[src/design/oaid_pkg.sv]
// Shared constants and types of the ordered array block.
// Used by the element store, the top level and the checker; depends on nothing.
package oaid_pkg;

  // Store geometry.
  localparam int DEPTH  = 64;
  localparam int ADDR_W = $clog2(DEPTH);
  localparam int CNT_W  = $clog2(DEPTH + 1);
  localparam int DATA_W = 32;
  localparam int CAP_W  = 7;
  localparam int OP_W   = 3;
  localparam int ST_W   = 2;

  // Command codes.
  localparam logic [OP_W-1:0] OP_INSERT = 3'd0;
  localparam logic [OP_W-1:0] OP_APPEND = 3'd1;
  localparam logic [OP_W-1:0] OP_DELETE = 3'd2;
  localparam logic [OP_W-1:0] OP_EDIT   = 3'd3;
  localparam logic [OP_W-1:0] OP_GET    = 3'd4;

  // Status codes.
  localparam logic [ST_W-1:0] ST_DONE  = 2'd0;
  localparam logic [ST_W-1:0] ST_FULL  = 2'd1;
  localparam logic [ST_W-1:0] ST_RANGE = 2'd2;

  // Write request into the element store.
  typedef struct packed {
    logic              en;
    logic [ADDR_W-1:0] addr;
    logic [DATA_W-1:0] data;
  } wr_req_t;

  // Read request into the element store.
  typedef struct packed {
    logic              en;
    logic [ADDR_W-1:0] addr;
  } rd_req_t;

endpackage

[src/design/oaid_store.sv]
// Element store of the ordered array: one write port, one registered read port.
// Depends on oaid_pkg for geometry and request types.
module oaid_store (
  input  logic                         clk,
  input  oaid_pkg::wr_req_t            wr_req,
  input  oaid_pkg::rd_req_t            rd_req,
  output logic [oaid_pkg::DATA_W-1:0]  rd_data
);

  logic [oaid_pkg::DATA_W-1:0] mem [oaid_pkg::DEPTH];
  logic [oaid_pkg::DATA_W-1:0] rd_data_r;

  // Write and registered read; entries hold nothing useful until written.
  always_ff @(posedge clk) begin
    if (wr_req.en) begin
      mem[wr_req.addr] <= wr_req.data;
    end
    if (rd_req.en) begin
      rd_data_r <= mem[rd_req.addr];
    end
  end

  assign rd_data = rd_data_r;

endmodule

[src/design/ordered_array_insert_delete.sv]
// Ordered array list with insert and delete by shifting, top level.
// Depends on oaid_pkg and oaid_store.
//
// Usage:
//   A command item is taken at a rising edge with start high and busy low.
//   Its result (read value, status, element count) shows on the out_ ports
//   for exactly one cycle with out_valid high; the receiver cannot stall.
//   The capacity register is written over cfg_valid/cfg_ready/cfg_data;
//   cfg_ready is always high. Write it only while the block is idle.
// Steps from accept to result:
//   rejected command, append, edit, insert at the end, delete of the
//   last element: result registered at the accepting edge. Get: S_GET_WAIT.
//   Insert at position p: S_UP_RD and S_UP_WR per moved element, then S_PUT.
//   Delete at position p: S_DN_RD and S_DN_WR per moved element.
//   Every moved element takes one read and one write on the single port pair.
//   busy is high from the cycle after accept up to the cycle before the
//   result, so the next item can be taken in the result cycle.
// Reset (rst_n low, synchronous) empties the list and sets the capacity to
// 64; no clearing pass runs, since no entry is read before it is written.
module ordered_array_insert_delete (
  input  logic                                clk,
  input  logic                                rst_n,
  // Command channel
  input  logic                                start,
  output logic                                busy,
  input  logic [oaid_pkg::OP_W-1:0]           in_operation,
  input  logic [oaid_pkg::ADDR_W-1:0]         in_position,
  input  logic signed [oaid_pkg::DATA_W-1:0]  in_write_value,
  // Result channel
  output logic                                out_valid,
  output logic signed [oaid_pkg::DATA_W-1:0]  out_read_value,
  output logic [oaid_pkg::ST_W-1:0]           out_status,
  output logic [oaid_pkg::CNT_W-1:0]          out_element_count,
  // Configuration channel
  input  logic                                cfg_valid,
  output logic                                cfg_ready,
  input  logic [oaid_pkg::CAP_W-1:0]          cfg_data
);

  typedef enum logic [2:0] {
    S_IDLE,
    S_UP_RD,
    S_UP_WR,
    S_PUT,
    S_DN_RD,
    S_DN_WR,
    S_GET_WAIT
  } state_t;

  state_t                          state_r;
  logic [oaid_pkg::CNT_W-1:0]      count_r;
  logic [oaid_pkg::CAP_W-1:0]      capacity_r;
  logic [oaid_pkg::ADDR_W-1:0]     idx_r;
  logic [oaid_pkg::ADDR_W-1:0]     pos_r;
  logic [oaid_pkg::DATA_W-1:0]     val_r;
  logic                            out_valid_r;
  logic [oaid_pkg::DATA_W-1:0]     out_read_r;
  logic [oaid_pkg::ST_W-1:0]       out_status_r;
  logic [oaid_pkg::CNT_W-1:0]      out_count_r;

  logic                            accept;
  logic [oaid_pkg::CNT_W-1:0]      cap_now;
  logic [oaid_pkg::CNT_W-1:0]      pos_ext;
  logic                            is_full;
  logic                            pos_lt_cnt;
  logic                            pos_le_cnt;
  logic [oaid_pkg::ADDR_W-1:0]     idx_dec;
  logic [oaid_pkg::ADDR_W-1:0]     idx_inc;
  logic                            dn_last;
  logic [oaid_pkg::DATA_W-1:0]     rd_data;
  oaid_pkg::wr_req_t               wr_req;
  oaid_pkg::rd_req_t               rd_req;

  // Command qualification against the current count and capacity.
  assign accept  = start && (state_r == S_IDLE);
  assign cap_now = (oaid_pkg::CNT_W'(capacity_r) > oaid_pkg::CNT_W'(oaid_pkg::DEPTH))
                   ? oaid_pkg::CNT_W'(oaid_pkg::DEPTH) : oaid_pkg::CNT_W'(capacity_r);
  assign pos_ext    = oaid_pkg::CNT_W'(in_position);
  assign is_full    = count_r >= cap_now;
  assign pos_lt_cnt = pos_ext < count_r;
  assign pos_le_cnt = pos_ext <= count_r;
  assign idx_dec    = idx_r - oaid_pkg::ADDR_W'(1);
  assign idx_inc    = idx_r + oaid_pkg::ADDR_W'(1);
  // Delete walk ends once the element just moved down was the last one.
  assign dn_last    = (oaid_pkg::CNT_W'(idx_r) + oaid_pkg::CNT_W'(2)) == count_r;

  // Store requests for each step of the sequencer.
  always_comb begin
    wr_req = '0;
    rd_req = '0;
    unique case (state_r)
      S_IDLE: begin
        if (accept) begin
          unique case (in_operation)
            oaid_pkg::OP_INSERT: begin
              if (!is_full && pos_ext == count_r) begin
                wr_req = {1'b1, count_r[oaid_pkg::ADDR_W-1:0], in_write_value};
              end
            end
            oaid_pkg::OP_APPEND: begin
              if (!is_full) begin
                wr_req = {1'b1, count_r[oaid_pkg::ADDR_W-1:0], in_write_value};
              end
            end
            oaid_pkg::OP_EDIT: begin
              if (pos_lt_cnt) begin
                wr_req = {1'b1, in_position, in_write_value};
              end
            end
            oaid_pkg::OP_GET: begin
              if (pos_lt_cnt) begin
                rd_req = {1'b1, in_position};
              end
            end
            default: begin
              wr_req = '0;
            end
          endcase
        end
      end
      S_UP_RD:    rd_req = {1'b1, idx_dec};
      S_UP_WR:    wr_req = {1'b1, idx_r, rd_data};
      S_PUT:      wr_req = {1'b1, pos_r, val_r};
      S_DN_RD:    rd_req = {1'b1, idx_inc};
      S_DN_WR:    wr_req = {1'b1, idx_r, rd_data};
      S_GET_WAIT: rd_req = '0;
      default:    rd_req = '0;
    endcase
  end

  // Sequencer, list state and registered result.
  always_ff @(posedge clk) begin
    if (!rst_n) begin
      state_r     <= S_IDLE;
      count_r     <= '0;
      capacity_r  <= oaid_pkg::CAP_W'(oaid_pkg::DEPTH);
      out_valid_r <= 1'b0;
    end else begin
      out_valid_r <= 1'b0;
      if (cfg_valid) begin
        capacity_r <= cfg_data;
      end
      unique case (state_r)
        S_IDLE: begin
          if (accept) begin
            pos_r        <= in_position;
            val_r        <= in_write_value;
            out_read_r   <= '0;
            out_status_r <= oaid_pkg::ST_DONE;
            out_count_r  <= count_r;
            out_valid_r  <= 1'b1;
            unique case (in_operation)
              oaid_pkg::OP_INSERT: begin
                if (is_full) begin
                  out_status_r <= oaid_pkg::ST_FULL;
                end else if (!pos_le_cnt) begin
                  out_status_r <= oaid_pkg::ST_RANGE;
                end else if (pos_ext == count_r) begin
                  count_r     <= count_r + oaid_pkg::CNT_W'(1);
                  out_count_r <= count_r + oaid_pkg::CNT_W'(1);
                end else begin
                  idx_r       <= count_r[oaid_pkg::ADDR_W-1:0];
                  out_valid_r <= 1'b0;
                  state_r     <= S_UP_RD;
                end
              end
              oaid_pkg::OP_APPEND: begin
                if (is_full) begin
                  out_status_r <= oaid_pkg::ST_FULL;
                end else begin
                  count_r     <= count_r + oaid_pkg::CNT_W'(1);
                  out_count_r <= count_r + oaid_pkg::CNT_W'(1);
                end
              end
              oaid_pkg::OP_DELETE: begin
                if (!pos_lt_cnt) begin
                  out_status_r <= oaid_pkg::ST_RANGE;
                end else if (pos_ext + oaid_pkg::CNT_W'(1) == count_r) begin
                  count_r     <= count_r - oaid_pkg::CNT_W'(1);
                  out_count_r <= count_r - oaid_pkg::CNT_W'(1);
                end else begin
                  idx_r       <= in_position;
                  out_valid_r <= 1'b0;
                  state_r     <= S_DN_RD;
                end
              end
              oaid_pkg::OP_EDIT: begin
                if (!pos_lt_cnt) begin
                  out_status_r <= oaid_pkg::ST_RANGE;
                end
              end
              oaid_pkg::OP_GET: begin
                if (!pos_lt_cnt) begin
                  out_status_r <= oaid_pkg::ST_RANGE;
                end else begin
                  out_valid_r <= 1'b0;
                  state_r     <= S_GET_WAIT;
                end
              end
              default: begin
                out_status_r <= oaid_pkg::ST_RANGE;
              end
            endcase
          end
        end
        S_UP_RD: begin
          state_r <= S_UP_WR;
        end
        S_UP_WR: begin
          idx_r   <= idx_dec;
          state_r <= (idx_dec == pos_r) ? S_PUT : S_UP_RD;
        end
        S_PUT: begin
          count_r     <= count_r + oaid_pkg::CNT_W'(1);
          out_count_r <= count_r + oaid_pkg::CNT_W'(1);
          out_valid_r <= 1'b1;
          state_r     <= S_IDLE;
        end
        S_DN_RD: begin
          state_r <= S_DN_WR;
        end
        S_DN_WR: begin
          idx_r <= idx_inc;
          if (dn_last) begin
            count_r     <= count_r - oaid_pkg::CNT_W'(1);
            out_count_r <= count_r - oaid_pkg::CNT_W'(1);
            out_valid_r <= 1'b1;
            state_r     <= S_IDLE;
          end else begin
            state_r <= S_DN_RD;
          end
        end
        S_GET_WAIT: begin
          out_read_r  <= rd_data;
          out_valid_r <= 1'b1;
          state_r     <= S_IDLE;
        end
        default: begin
          state_r <= S_IDLE;
        end
      endcase
    end
  end

  oaid_store u_store (
    .clk     (clk),
    .wr_req  (wr_req),
    .rd_req  (rd_req),
    .rd_data (rd_data)
  );

  assign busy              = (state_r != S_IDLE);
  assign cfg_ready         = 1'b1;
  assign out_valid         = out_valid_r;
  assign out_read_value    = out_read_r;
  assign out_status        = out_status_r;
  assign out_element_count = out_count_r;

endmodule

[config.mk]
export PLATFORM = sky130hd
export DESIGN_NAME = ordered_array_insert_delete
export DESIGN_NICKNAME = d
export VERILOG_FILES = /design/src/design/oaid_pkg.sv /design/src/design/oaid_store.sv /design/src/design/ordered_array_insert_delete.sv
export SDC_FILE = /design/constraint.sdc
export NUM_CORES = 2
export LEC_CHECK = 0
export ABC_AREA = 1
export BUFFER_PORTS_ARGS = -buffer_cell sky130_fd_sc_hd__buf_2
export CORE_MARGIN = 2
export CORE_UTILIZATION = 55
export CTS_CLUSTER_SIZE = 24
export DETAILED_ROUTE_END_ITERATION = 6
export PLACE_DENSITY_LB_ADDON = 0.05
export SLEW_MARGIN = 20
export SYNTH_ARGS = -nofsm -noshare
export SYNTH_HDL_FRONTEND = slang
export SYNTH_SLANG_ARGS = --single-unit
[constraint.sdc]
create_clock -name clk -period 4 [get_ports clk]
set_input_delay 0 -clock clk [delete_from_list [all_inputs] [get_ports clk]]
set_output_delay 0 -clock clk [all_outputs]
set_load 0.005 [all_outputs]
==> impl_metrics.env <==
export IMPL_grt_pass1_wl_mm=448
export IMPL_gr_total_overflow=0
export IMPL_nFillCells=13500
export IMPL_setup_viol=0
export IMPL_maxSlewViolCount=0
export IMPL_portBuffers=94
export IMPL_grt_usage_pct=34.0
export IMPL_p_int_mw=39.2
export IMPL_timing_hold_ws_ns=0.0753
export IMPL_seqPwrFrac_pct=48.3
export IMPL_ys_top_cells_by_area="edfxtp_1, nand3_1, nand3b_1"
export IMPL_path_clk_slew_ns=0.07
export IMPL_pin_count=96
export IMPL_synth_ff_type="edfxtp_1"
export IMPL_crit_top_cell="nand2_1"
export IMPL_status="finished, violations left"
export IMPL_routed_via_count=69800
export IMPL_p_per_area_nw_per_um2=467
export IMPL_timing_fmax_mhz=260
export IMPL_wire_per_inst_um=26.4
export IMPL_core_um2=176000
export IMPL_maxCapViolations=0
export IMPL_hold_viol_final=0
export IMPL_slowest_delay_ns=0.36
export IMPL_hp_class="input port to flip-flop"
export IMPL_firstDrtPassIters=7
export IMPL_yosysTopAreaCell="edfxtp_1"
export IMPL_leakagePower_nw=44.2
export IMPL_antenna_found_initial=12
export IMPL_synth_seq_cells=2183
export IMPL_crit_slowest_cell="dfxtp_1"
export IMPL_start_kind="flip-flop"
export IMPL_pwr_share_clk_pct=38.2
export IMPL_start_util_pct=55.2
export IMPL_drt_iter0_drc=9416
export IMPL_netlist_area_leader_share_pct=66.9
export IMPL_grt_pass1_vias=65700
export IMPL_die_area_um2=180000
export IMPL_fp_dieW_um=424
export IMPL_antenna_left=0
export IMPL_synth_edff_count=2165
export IMPL_yosys_warnings=0
export IMPL_cts_buffers=223
export IMPL_synth_cells=8821
export IMPL_cts_sinks=2183
export IMPL_placedCellCount=11200
export IMPL_root_buffer="clkbuf_16"
export IMPL_min_period_ns=3.84
export IMPL_endpoint_kind="flip-flop"
export IMPL_clk_insertion_delay_late_ns=0.89
export IMPL_path_max_fanout=47
export IMPL_power_switching_mw=14.1
export IMPL_area_growth_pct=17.3
export IMPL_drive_above_1_share_pct=11.7
export IMPL_ys_types=45
export IMPL_crit_chain="buf_4, clkinv_1, ha_1, a21oi_1, nand2_1, buf_4, a21oi_4, nand3_4, nand2_8, buf_12, buf_12, buf_4, nand2_1, nand2_1, nand2_1, nand3_1, nand3_1, nand3_1, nand3_1, nand2_1"
export IMPL_switching_share_pct=26.4
export IMPL_ir_worst_vdd_uv=458
export IMPL_fin_nets=9287
export IMPL_grt_max_degree=121
export IMPL_combPwrFrac_pct=13.6
export IMPL_finalClockSkew_ns=0.0354
export IMPL_period_share_pct=96.0
export IMPL_syn_avg_cell_area_um2=11.0
export IMPL_htreeDepth=4
export IMPL_cts_tree="done"
export IMPL_ys_seq_area_share_pct=67.3
export IMPL_wl_mm=310
export IMPL_async_reset_ff_share_pct=0
export IMPL_syn_nets=8895
export IMPL_gp_congestion=0.952
export IMPL_routed_via_density=5.95
export IMPL_dp_hpwl_mm=182
export IMPL_tightest_slew_ns=1.07
export IMPL_violations="DRC"
export IMPL_critPathRequiredTime_ns=4.74
export IMPL_synth_area_um2=97200
export IMPL_regToRegSetupSlack_ns=0.16
export IMPL_critical_path_class="flip-flop to flip-flop"
export IMPL_core_rowCount=154
export IMPL_clockBufferDepth=3
export IMPL_crit_arrival_ns=4.58
export IMPL_layout_cells_non_filler=11700
export IMPL_die_y_um=424
export IMPL_route_detailed_drc=2
export IMPL_max_slew_margin_pct=28.9
## flip-flops by register name, indices dropped and copies added (netlist names)
register,count
capacity_r,7
count_r,7
idx_r,6
out_element_count,7
out_read_value,32
out_status,2
out_valid,1
pos_r,6
state_r,3
u_store.mem,2048
u_store.rd_data,32
val_r,32
## cell type report
class	instances	area (µm²)	area share, %
Antenna cell	5	12.5	0.0110
Clock buffer	283	5870	5.15
Clock inverter	127	1130	0.994
Inverter	1265	4760	4.18
Multi-Input combinational cell	4800	25400	22.3
Sequential cell	2183	65400	57.3
Tap cell	2340	2930	2.57
Timing Repair Buffer	740	8470	7.43
## power by group through the flow
stage / Combinational [mW] / Clock [mW] / Sequential (mW)
2_1_floorplan: 3.36 / 0 / 26.1
3_3_place_gp: 6.81 / 0 / 26.2
3_5_place_dp: 6.84 / 0 / 26.2
4_1_cts: 6.99 / 20.5 / 25.7
5_1_grt: 7.59 / 21.4 / 25.7
6_report: 7.22 / 20.3 / 25.7
## worst paths after layout
| kind | from | to | cells past startpoint |
|---|---|---|---|
| worst max-delay path | count_r[2]$_SDFFE_PN0P_ | u_store.rd_data[14]$_DFFE_PP_ | 20 |
| worst min-delay path | in_position[5] | pos_r[5]$_DFFE_PP_ | 3 |
| worst max register to register | count_r[2]$_SDFFE_PN0P_ | u_store.rd_data[14]$_DFFE_PP_ | 20 |
| worst min register to register | u_store.rd_data[13]$_DFFE_PP_ | out_read_value[13]$_SDFFCE_PP0P_ | 2 |
## critical path, delay by kind of cell (launching register included)
kind                       cells  cell delay (ns)
AOI/OAI and AO/OA              2             0.36
adders and majority gates      1             0.31
DFF                            1             0.36
and+or+nand+nor               11             1.42
buffers and inverters          6             1.13
## synth_stat cells, types with 26 or more instances
| library cell | number |
|---|---|
| buf_2 | 296 |
| buf_1 | 44 |
| edfxtp_1 | 2165 |
| nand3b_1 | 762 |
| clkbuf_1 | 239 |
| xor2_1 | 26 |
| nand3_1 | 2231 |
| inv_1 | 1252 |
| a21oi_1 | 30 |
| o21ai_0 | 32 |
| nor2_1 | 154 |
| nand2_1 | 1406 |
| a22oi_1 | 30 |
## logic make-up after synthesis
family | count (synthesis) | share of synthesized area, %
AO/OA/AOI/OAI | 134 | 0.891
AND/OR/NAND/NOR | 4596 | 23.7
XOR/XNOR | 32 | 0.288
flip-flops | 2183 | 67.3
buffers and inverters | 1853 | 7.58
other | 1 | 0.00386
adder cells (fa/ha/maj) | 22 | 0.283
## routing by layer
metal / part of all wire [%] / wire length (µm) / vias to the layer above / GRT usage (%)
li1: - / - / 31200 / -
met1: 40 / 124000 / 34400 / 47.9
met2: 45 / 141000 / 3665 / 52.4
met3: 9.9 / 30800 / 554 / 5.70
met4: 4.7 / 14400 / 0 / 15.4
met5: 0 / 0 / - / 0
## per-stage QoR
| stage | instance area [µm²] | power (mW) | TNS [ns] | utilization (%) | worst slack [ns] |
|---|---|---|---|---|---|
| floorplan | 97200 | 29.5 | -540.63 | - | -0.319 |
| global placement | 105000 | 33.0 | -87.55 | 59.6 | -0.325 |
| detailed placement | 105000 | 33.0 | -13.38 | 59.7 | -0.342 |
| CTS | 113000 | 53.2 | -0.0107 | 64.4 | -0.00341 |
| global route | 114000 | 54.7 | -0.000679 | 64.8 | -0.000679 |
| finish | 114000 | 53.2 | 0 | 64.8 | 0.158 |
## placed cells by master, fill, tap and decap left out, drive strengths merged, types with 2 or more instances in the layout
cell type	Yosys	routed
clkinv	3	103
or2	2	2
dfxtp	18	18
a22oi	30	30
xor2	26	26
xnor2	6	6
edfxtp	2165	2165
a311oi	2	2
clkinvlp	0	3
nand2	1408	1408
dlygate4sd3	0	111
nor3	8	8
bufinv	0	18
o221ai	5	5
o21ai	35	35
nand3	2232	2232
ha	22	22
inv	1262	1268
o211ai	12	12
buf	349	624
nor2	162	177
o21bai	2	2
a211oi	3	3
a21oi	33	33
clkbuf	239	288
nand3b	762	762
nor4	2	2
nand4	19	19
o22ai	8	8
diode	0	5
## repair_timing
action,4_1_cts,5_1_grt
endpoints found under the hold margin,1881,0
cloned,15,5
pin swaps,11,16
hold buffers,111,0
setup endpoints to repair,500,741
setup buffers,0,23
gates resized for setup,26,36
Note: power is estimated with default switching activity, not from simulation.
